`src/hdl/rmf_pkg.sv`:
```
// ----------------------------------------------------------------------------
// Running median filter package
// Item types shared by the front queue, the median engine and the top level.
// ----------------------------------------------------------------------------
package rmf_pkg;

   localparam int SampleWidth = 32;
   localparam int HalfWidth   = 4;
   localparam int ResultWidth = 5;

   typedef struct packed {
      logic signed [SampleWidth-1:0] sample;
      logic                          last_sample;
   } req_type;

   typedef struct packed {
      logic signed [SampleWidth-1:0] median;
      logic                          run_last;
      logic                          signal_end;
   } rsp_type;

   typedef struct packed {
      logic signed [SampleWidth-1:0] sample;
      logic                          fill;
      logic                          last;
      logic [HalfWidth-1:0]          half;
      logic [HalfWidth-1:0]          pads;
      logic [ResultWidth-1:0]        nres;
   } job_type;

endpackage

```
`src/hdl/rmf_front.sv`:
```
// ----------------------------------------------------------------------------
// Running median filter front end
// Accepts samples, tracks the signal position and queues one job per item.
// ----------------------------------------------------------------------------
module rmf_front #(
   parameter int MAX_HALF_WINDOW = 15
) (
   input  logic                                clock,
   input  logic                                reset,
   input  logic                                req_valid,
   output logic                                req_stall,
   input  rmf_pkg::req_type                    req_payload,
   input  logic [rmf_pkg::HalfWidth-1:0]       half_eff,
   output logic                                q_valid,
   output rmf_pkg::job_type                    q_entry,
   input  logic                                q_pop
);
   import rmf_pkg::*;

   localparam int RcWidth = $clog2(MAX_HALF_WINDOW + 2);

   logic [RcWidth-1:0] rc_ff, rc_in, rc_eff;
   logic               in_signal_ff, in_signal_in;
   job_type            q_ff [2];
   job_type            job;
   logic               wr_ptr_ff, rd_ptr_ff;
   logic [1:0]         count_ff;
   logic               accept;
   logic               rc_small;
   logic [HalfWidth-1:0] m;

   assign req_stall = (count_ff == 2'd2);
   assign accept    = req_valid && !req_stall;
   assign q_valid   = (count_ff != 2'd0);
   assign q_entry   = q_ff[rd_ptr_ff];

   always_comb begin
      rc_eff   = in_signal_ff ? rc_ff : '0;
      rc_small = int'(rc_eff) < int'(half_eff);
      m        = rc_small ? HalfWidth'(rc_eff) : half_eff;
      job.sample = req_payload.sample;
      job.fill   = !in_signal_ff;
      job.last   = req_payload.last_sample;
      job.half   = half_eff;
      rc_in        = rc_ff;
      in_signal_in = in_signal_ff;
      if (req_payload.last_sample) begin
         job.pads     = half_eff - m;
         job.nres     = ResultWidth'(m) + ResultWidth'(1);
         rc_in        = '0;
         in_signal_in = 1'b0;
      end else begin
         job.pads     = '0;
         job.nres     = rc_small ? '0 : ResultWidth'(1);
         rc_in        = (int'(rc_eff) < MAX_HALF_WINDOW) ? rc_eff + RcWidth'(1) : rc_eff;
         in_signal_in = 1'b1;
      end
   end

   always_ff @(posedge clock) begin
      if (reset) begin
         rc_ff        <= '0;
         in_signal_ff <= 1'b0;
         wr_ptr_ff    <= 1'b0;
         rd_ptr_ff    <= 1'b0;
         count_ff     <= 2'd0;
      end else begin
         if (accept) begin
            rc_ff            <= rc_in;
            in_signal_ff     <= in_signal_in;
            q_ff[wr_ptr_ff]  <= job;
            wr_ptr_ff        <= !wr_ptr_ff;
         end
         if (q_pop) begin
            rd_ptr_ff <= !rd_ptr_ff;
         end
         count_ff <= count_ff + 2'(accept) - 2'(q_pop);
      end
   end

endmodule

```
`src/hdl/rmf_back.sv`:
```
// ----------------------------------------------------------------------------
// Running median filter median engine
// Holds the sample window and finds each median by ranking one candidate
// at a time against the active entries of the window.
// ----------------------------------------------------------------------------
module rmf_back #(
   parameter int MAX_HALF_WINDOW = 15
) (
   input  logic             clock,
   input  logic             reset,
   input  logic             q_valid,
   input  rmf_pkg::job_type q_entry,
   output logic             q_pop,
   output logic             rsp_valid,
   input  logic             rsp_stall,
   output rmf_pkg::rsp_type rsp_payload
);
   import rmf_pkg::*;

   localparam int Depth = 2 * MAX_HALF_WINDOW + 1;
   localparam int IdxW  = (Depth > 1) ? $clog2(Depth) : 1;
   localparam int CntW  = $clog2(Depth + 1);

   typedef enum logic [2:0] {ST_IDLE, ST_PAD, ST_CMP, ST_CNT, ST_EMIT} state_type;

   state_type                     state_ff, state_in;
   logic signed [SampleWidth-1:0] win_ff [Depth];
   logic signed [SampleWidth-1:0] win_in [Depth];
   job_type                       cur_ff, cur_in;
   logic [IdxW-1:0]               idx_ff, idx_in;
   logic [HalfWidth-1:0]          pads_ff, pads_in;
   logic [ResultWidth-1:0]        rem_ff, rem_in;
   logic [Depth-1:0]              lt_ff, lt_in, le_ff, le_in;
   logic signed [SampleWidth-1:0] cand_ff, cand_in;
   logic                          rsp_valid_ff, rsp_valid_in;
   rsp_type                       rsp_ff, rsp_in;
   logic [CntW-1:0]               nlt, nle;
   logic                          found;
   logic                          do_shift, do_fill;
   logic signed [SampleWidth-1:0] shift_val;

   assign rsp_valid   = rsp_valid_ff;
   assign rsp_payload = rsp_ff;

   always_comb begin
      nlt   = CntW'($countones(lt_ff));
      nle   = CntW'($countones(le_ff));
      found = (int'(nlt) <= int'(cur_ff.half)) && (int'(nle) > int'(cur_ff.half));
      cand_in = win_ff[idx_ff];
      for (int k = 0; k < Depth; k++) begin
         lt_in[k] = (k <= 2 * int'(cur_ff.half)) && (win_ff[k] <  cand_in);
         le_in[k] = (k <= 2 * int'(cur_ff.half)) && (win_ff[k] <= cand_in);
      end

      state_in     = state_ff;
      cur_in       = cur_ff;
      idx_in       = idx_ff;
      pads_in      = pads_ff;
      rem_in       = rem_ff;
      rsp_valid_in = rsp_valid_ff && rsp_stall;
      rsp_in       = rsp_ff;
      q_pop        = 1'b0;
      do_shift     = 1'b0;
      do_fill      = 1'b0;
      shift_val    = cur_ff.sample;

      unique case (state_ff)
         ST_IDLE: begin
            if (q_valid) begin
               q_pop     = 1'b1;
               cur_in    = q_entry;
               shift_val = q_entry.sample;
               do_fill   = q_entry.fill;
               do_shift  = !q_entry.fill;
               pads_in   = q_entry.pads;
               rem_in    = q_entry.nres;
               idx_in    = '0;
               if (q_entry.pads != '0) begin
                  state_in = ST_PAD;
               end else if (q_entry.nres != '0) begin
                  state_in = ST_CMP;
               end
            end
         end
         ST_PAD: begin
            do_shift = 1'b1;
            pads_in  = pads_ff - HalfWidth'(1);
            if (pads_ff == HalfWidth'(1)) begin
               state_in = ST_CMP;
            end
         end
         ST_CMP: begin
            state_in = ST_CNT;
         end
         ST_CNT: begin
            if (found) begin
               state_in = ST_EMIT;
            end else begin
               idx_in   = idx_ff + IdxW'(1);
               state_in = ST_CMP;
            end
         end
         ST_EMIT: begin
            if (!rsp_valid_ff || !rsp_stall) begin
               rsp_valid_in      = 1'b1;
               rsp_in.median     = cand_ff;
               rsp_in.run_last   = (rem_ff == ResultWidth'(1));
               rsp_in.signal_end = (rem_ff == ResultWidth'(1)) && cur_ff.last;
               rem_in            = rem_ff - ResultWidth'(1);
               idx_in            = '0;
               if (rem_ff == ResultWidth'(1)) begin
                  state_in = ST_IDLE;
               end else begin
                  do_shift = 1'b1;
                  state_in = ST_CMP;
               end
            end
         end
         default: state_in = ST_IDLE;
      endcase

      for (int k = 0; k < Depth; k++) begin
         if (do_fill || (do_shift && k == 0)) begin
            win_in[k] = shift_val;
         end else if (do_shift) begin
            win_in[k] = win_ff[(k > 0) ? k - 1 : 0];
         end else begin
            win_in[k] = win_ff[k];
         end
      end
   end

   always_ff @(posedge clock) begin
      win_ff  <= win_in;
      cur_ff  <= cur_in;
      idx_ff  <= idx_in;
      pads_ff <= pads_in;
      rem_ff  <= rem_in;
      lt_ff   <= lt_in;
      le_ff   <= le_in;
      cand_ff <= cand_in;
      rsp_ff  <= rsp_in;
      if (reset) begin
         state_ff     <= ST_IDLE;
         rsp_valid_ff <= 1'b0;
      end else begin
         state_ff     <= state_in;
         rsp_valid_ff <= rsp_valid_in;
      end
   end

endmodule

```
`src/hdl/running_median_filter.sv`:
```
// ----------------------------------------------------------------------------
// Running median filter
// Streaming median over a window of 2*half_window+1 samples.
// ----------------------------------------------------------------------------
// Samples enter on the req channel one item at a time; the item marked
// last_sample ends the signal and flushes the remaining medians. Results
// leave on the rsp channel in position order, run_last on the last result
// of each input item and signal_end on the final result of the signal.
// The csr channel writes half_window and is always ready; write it only
// while the block is idle. Values above MAX_HALF_WINDOW act as that value.
// A two-entry queue decouples intake from the median engine. The engine
// takes a job from the queue and adds H-m padding shifts for a final
// sample, where m is the flushed count. It then ranks one window entry
// at a time against the active 2*H+1 entries of the window, in a compare
// state and a count state, until the median is found, and loads it into
// the result register. An item that gives no result only enters the
// window. Reset empties the queue, drops any pending result and starts
// a new signal with half_window = 1.
// While rsp_stall holds a valid result, the result register keeps it and
// the engine waits to emit, and the queue fills until req_stall rises.
// ----------------------------------------------------------------------------
module running_median_filter #(
   parameter int MAX_HALF_WINDOW = 15
) (
   input  logic                          clock,
   input  logic                          reset,
   input  logic                          req_valid,
   output logic                          req_stall,
   input  rmf_pkg::req_type              req_payload,
   output logic                          rsp_valid,
   input  logic                          rsp_stall,
   output rmf_pkg::rsp_type              rsp_payload,
   input  logic                          csr_valid,
   output logic                          csr_ready,
   input  logic [rmf_pkg::HalfWidth-1:0] csr_data
);
   import rmf_pkg::*;

   logic [HalfWidth-1:0] half_window_ff;
   logic [HalfWidth-1:0] half_eff;
   logic                 q_valid, q_pop;
   job_type              q_entry;

   assign csr_ready = 1'b1;
   assign half_eff  = (int'(half_window_ff) > MAX_HALF_WINDOW) ?
                      HalfWidth'(MAX_HALF_WINDOW) : half_window_ff;

   always_ff @(posedge clock) begin
      if (reset) begin
         half_window_ff <= HalfWidth'(1);
      end else if (csr_valid && csr_ready) begin
         half_window_ff <= csr_data;
      end
   end

   rmf_front #(.MAX_HALF_WINDOW(MAX_HALF_WINDOW)) u_front (
      .clock       (clock),
      .reset       (reset),
      .req_valid   (req_valid),
      .req_stall   (req_stall),
      .req_payload (req_payload),
      .half_eff    (half_eff),
      .q_valid     (q_valid),
      .q_entry     (q_entry),
      .q_pop       (q_pop)
   );

   rmf_back #(.MAX_HALF_WINDOW(MAX_HALF_WINDOW)) u_back (
      .clock       (clock),
      .reset       (reset),
      .q_valid     (q_valid),
      .q_entry     (q_entry),
      .q_pop       (q_pop),
      .rsp_valid   (rsp_valid),
      .rsp_stall   (rsp_stall),
      .rsp_payload (rsp_payload)
   );

   a_end_is_run_last : assert property (@(posedge clock) disable iff (reset)
      rsp_valid && rsp_payload.signal_end |-> rsp_payload.run_last)
      else $error("signal_end without run_last");

   a_reset_empties : assert property (@(posedge clock)
      $past(reset) |-> !req_stall && !rsp_valid)
      else $error("queue or result not cleared by reset");

   a_pop_needs_item : assert property (@(posedge clock) disable iff (reset)
      q_pop |-> q_valid)
      else $error("engine popped an empty queue");

endmodule

```
`config.mk`:
```
export PLATFORM = sky130hd
export DESIGN_NAME = running_median_filter
export DESIGN_NICKNAME = d
export VERILOG_FILES = /design/src/hdl/rmf_pkg.sv /design/src/hdl/rmf_front.sv /design/src/hdl/rmf_back.sv /design/src/hdl/running_median_filter.sv
export SDC_FILE = /design/constraint.sdc
export NUM_CORES = 2
export LEC_CHECK = 0
export CORE_AREA = 2 2 449 451
export CTS_CLUSTER_SIZE = 25
export DETAILED_ROUTE_END_ITERATION = 7
export DIE_AREA = 0 0 451 453
export DONT_BUFFER_PORTS = 1
export PLACE_DENSITY_LB_ADDON = 0.1
export SYNTH_ARGS = -nofsm -noshare
export SYNTH_HDL_FRONTEND = slang
export SYNTH_HIERARCHICAL = 1
export SYNTH_SLANG_ARGS = --single-unit
```
`constraint.sdc`:
```
create_clock -name clock -period 69.7 [get_ports clock]
set_input_delay 13.94 -clock clock [delete_from_list [all_inputs] [get_ports clock]]
set_output_delay 13.94 -clock clock [all_outputs]
set_load 0.05 [all_outputs]
```
==> results.cfg <==
[yosys]
netlist_instances = 6243
async_flop_share_pct = 0
synthFlopType = edfxtp_1
synth_area_mm2 = 0.0795
synth_fa_ha_area_share_pct = 17.4
synthMuxAreaShare_pct = 10.4
synth_edf_count = 1171
ys_seq_area_share_pct = 47.1
yosysWarningCount = 6
netlist.area_leader.share_pct = 44.2
synth_commonest_cells = 1171 x edfxtp_1, 1036 x ha_1, 1024 x a21o_1
ys_types = 84
synth_top_family_by_area = adder cells
synth-xor-area-share_pct = 0.319
yosysTopAreaCell = edfxtp_1
synth_compound_area_share_pct = 16.0
yosysMostFrequentCell = edfxtp_1
synthTopCellsByArea = edfxtp_1 44%, ha_1 16%, a21o_1 9.7%
avgSynthCellArea_um2 = 12.7
yosys.area_share.simple_pct = 6.32
ys_ff_latch = 1284
syn-num-nets = 7365

[sta]
hold_violations = 0
drv_slew = 0
slew_headroom_pct = 8.02
tns_ns = 0
clock.fmax_mhz = 54.7
tightest_slew_ns = 1.34
setup_viol = 0
period_share_pct = 26.2
fin_worst_skew_ns = 0.0362
rsz0062_at_grt = false
layout_min_cycle_time_ns = 18.28

[layout]
final_layout_size_suffix_gt1_share_pct = 13.2
nets = 7334
nFillCells = 18300
area.growth.synth_to_final_pct = 10.8

[global_routing]
grtUsageTotal_pct = 26.7
overflow = 0
grt_start_max_net_pins = 155
grt_pass1_wl_um = 398000
antenna_found_initial = 9
grt_pass1_vias = 54000

[status]
status = complete, no violations

[cts]
cts_root_buf = clkbuf_16
clockBufferDepth = 3
insertion_delay_ns = 0.84
cts_resized = 0
cts_buffers = 159
ctsHoldBuffers = 0
cts_setup_buffers = 0
clock-sinks = 1284
cts_tree = yes
path_clk_slew_ns = 0.05
htree_levels = 4

[critical_path]
path_class = primary input to flop
critPathMaxFanout = 154
worst_setup_path_end_kind = flop
cpMostUsedCell = buf_4
critPathBufInv = 5
critPathTopFamily = buffers and inverters
arrival_ns = 18.72
cpMaxStageDelayCell = buf_4
path_cells = nand2_1, nand3_1, o21bai_4, buf_4, buf_12, buf_12, buf_4, buf_4
critPathMaxStageDelay_ns = 0.94
cp-start-kind = primary input
critPathRequiredTime_ns = 70.13

[route]
routed_wl_um = 276000
drt_first_pass_iters = 5
vias = 55300
drt_iter0_markers = 5278
postRouteAntennaNets = 0
vias_per_cell = 6.14
drcViolationCount = 0
detail_route.wl_per_cell_um = 30.7

[worst_hold_path]
min_path_type = flop to flop

[floorplanning]
initial_core_util_pct = 39.9
io_pins = 79
fp.dieW_um = 451
die_area_mm2 = 0.204
core_mm2 = 0.199
die_h_um = 453
rows = 164

[place]
gp_congestion = 0.926
dp.final_hpwl_um = 198000
port_buffers = 0

[run]
drv_cap = 0
-- registers in the layout, summed over array words and instances, names as in the netlist, 2 cells and up, named ones only --
register,flops
u_back/rem_ff,5
u_back/cur_ff,37
u_front/rc_ff,5
u_front/q_ff,94
u_back/idx_ff,5
u_back/rsp_payload,34
u_front/count_ff,2
u_back/cand_ff,32
u_back/win_ff,992
half_eff,4
u_back/lt_ff,31
u_back/pads_ff,4
u_back/le_ff,31
u_back/state_ff,3
-- cells by family after synthesis --
family | Yosys count
compound gates | 1893
xor+xnor | 29
fa+ha+maj | 1081
buf+inv | 502
flops | 1284
mux | 455
other cells | 1
simple gates | 998
-- per-layer routing --
metal	part of all wire (%)	global-route usage, %	wire [um]	vias to the layer above
met3	5.8	4.03	16000	357
met1	44	36.6	121000	28600
met4	4.1	10.2	11200	6
li1	-	-	-	24600
met2	46	42.6	127000	1716
met5	0.017	0	48	-
-- area by class of cell --
class                   count  area (um^2)  area share (%)
multi-input cells        4457        40700            46.1
flip-flops and latches   1284        37400            42.5
clock buffers             228         4510            5.12
well taps                2656         3320            3.77
repair buffers            120         1000            1.14
inverters                 190          714           0.811
clock inverters            62          503           0.571
diodes                      4         10.0          0.0114
-- worst paths after layout --
check,from,end,slack (ns),cells after the start
worst max-delay path,rsp_stall,u_back/win_ff[339],51.42,8
worst min-delay path,u_back/cand_ff[31],u_back/rsp_payload[33],0.39,0
worst max register to register,u_back/lt_ff[0],u_back/idx_ff[4],62.06,25
worst min register to register,u_back/cand_ff[31],u_back/rsp_payload[33],0.39,0
-- worst register-to-register path, stage by stage (launching register included) --
cell and delay (ns):
dfxtp_1 0.32, fa_1 0.54, inv_1 0.07, fa_1 0.47, fa_1 0.50, inv_1 0.05, ha_1 0.26, inv_1 0.05
fa_1 0.50, fa_1 0.56, inv_1 0.05, fa_1 0.47, fa_1 0.52, inv_1 0.05, fa_1 0.52, fa_1 0.17
inv_1 0.06, fa_1 0.40, xor2_1 0.17, ha_1 0.30, a21oi_1 0.16, o22ai_1 0.09, o22ai_1 0.16, nand2_1 0.09
a21oi_1 0.51, o21bai_1 0.31
-- stage by stage --
| step | instances | instance area [um^2] | util, % | hold slack [ns] | setup WS [ns] |
|---|---|---|---|---|---|
| CTS | 8997 | 88100 | 44.2 | 0.389 | 51.68 |
| floorplan | 6243 | 79500 | - | 0.386 | 7.63 |
| global placement | 8707 | 83100 | 41.7 | 0.387 | 50.88 |
| finish | 9001 | 88100 | 44.2 | 0.393 | 51.42 |
| global route | 8998 | 88100 | 44.2 | 0.404 | 51.23 |
| detailed placement | 8707 | 83100 | 41.7 | 0.389 | 50.76 |
-- cells in the final DEF, fill, tap and decap left out, types with 134 or more instances in the layout --
cell type / count
edfxtp_1: 1171
ha_1: 1036
a21o_1: 1024
a21oi_1: 424
nand2_1: 311
mux4_2: 288
o21ai_0: 201
inv_1: 175
clkbuf_16: 163
nand4_1: 159
nor2_1: 134
Power is not shown: default switching activity piles up to over one toggle a cycle in this logic, so the estimate is an artifact.
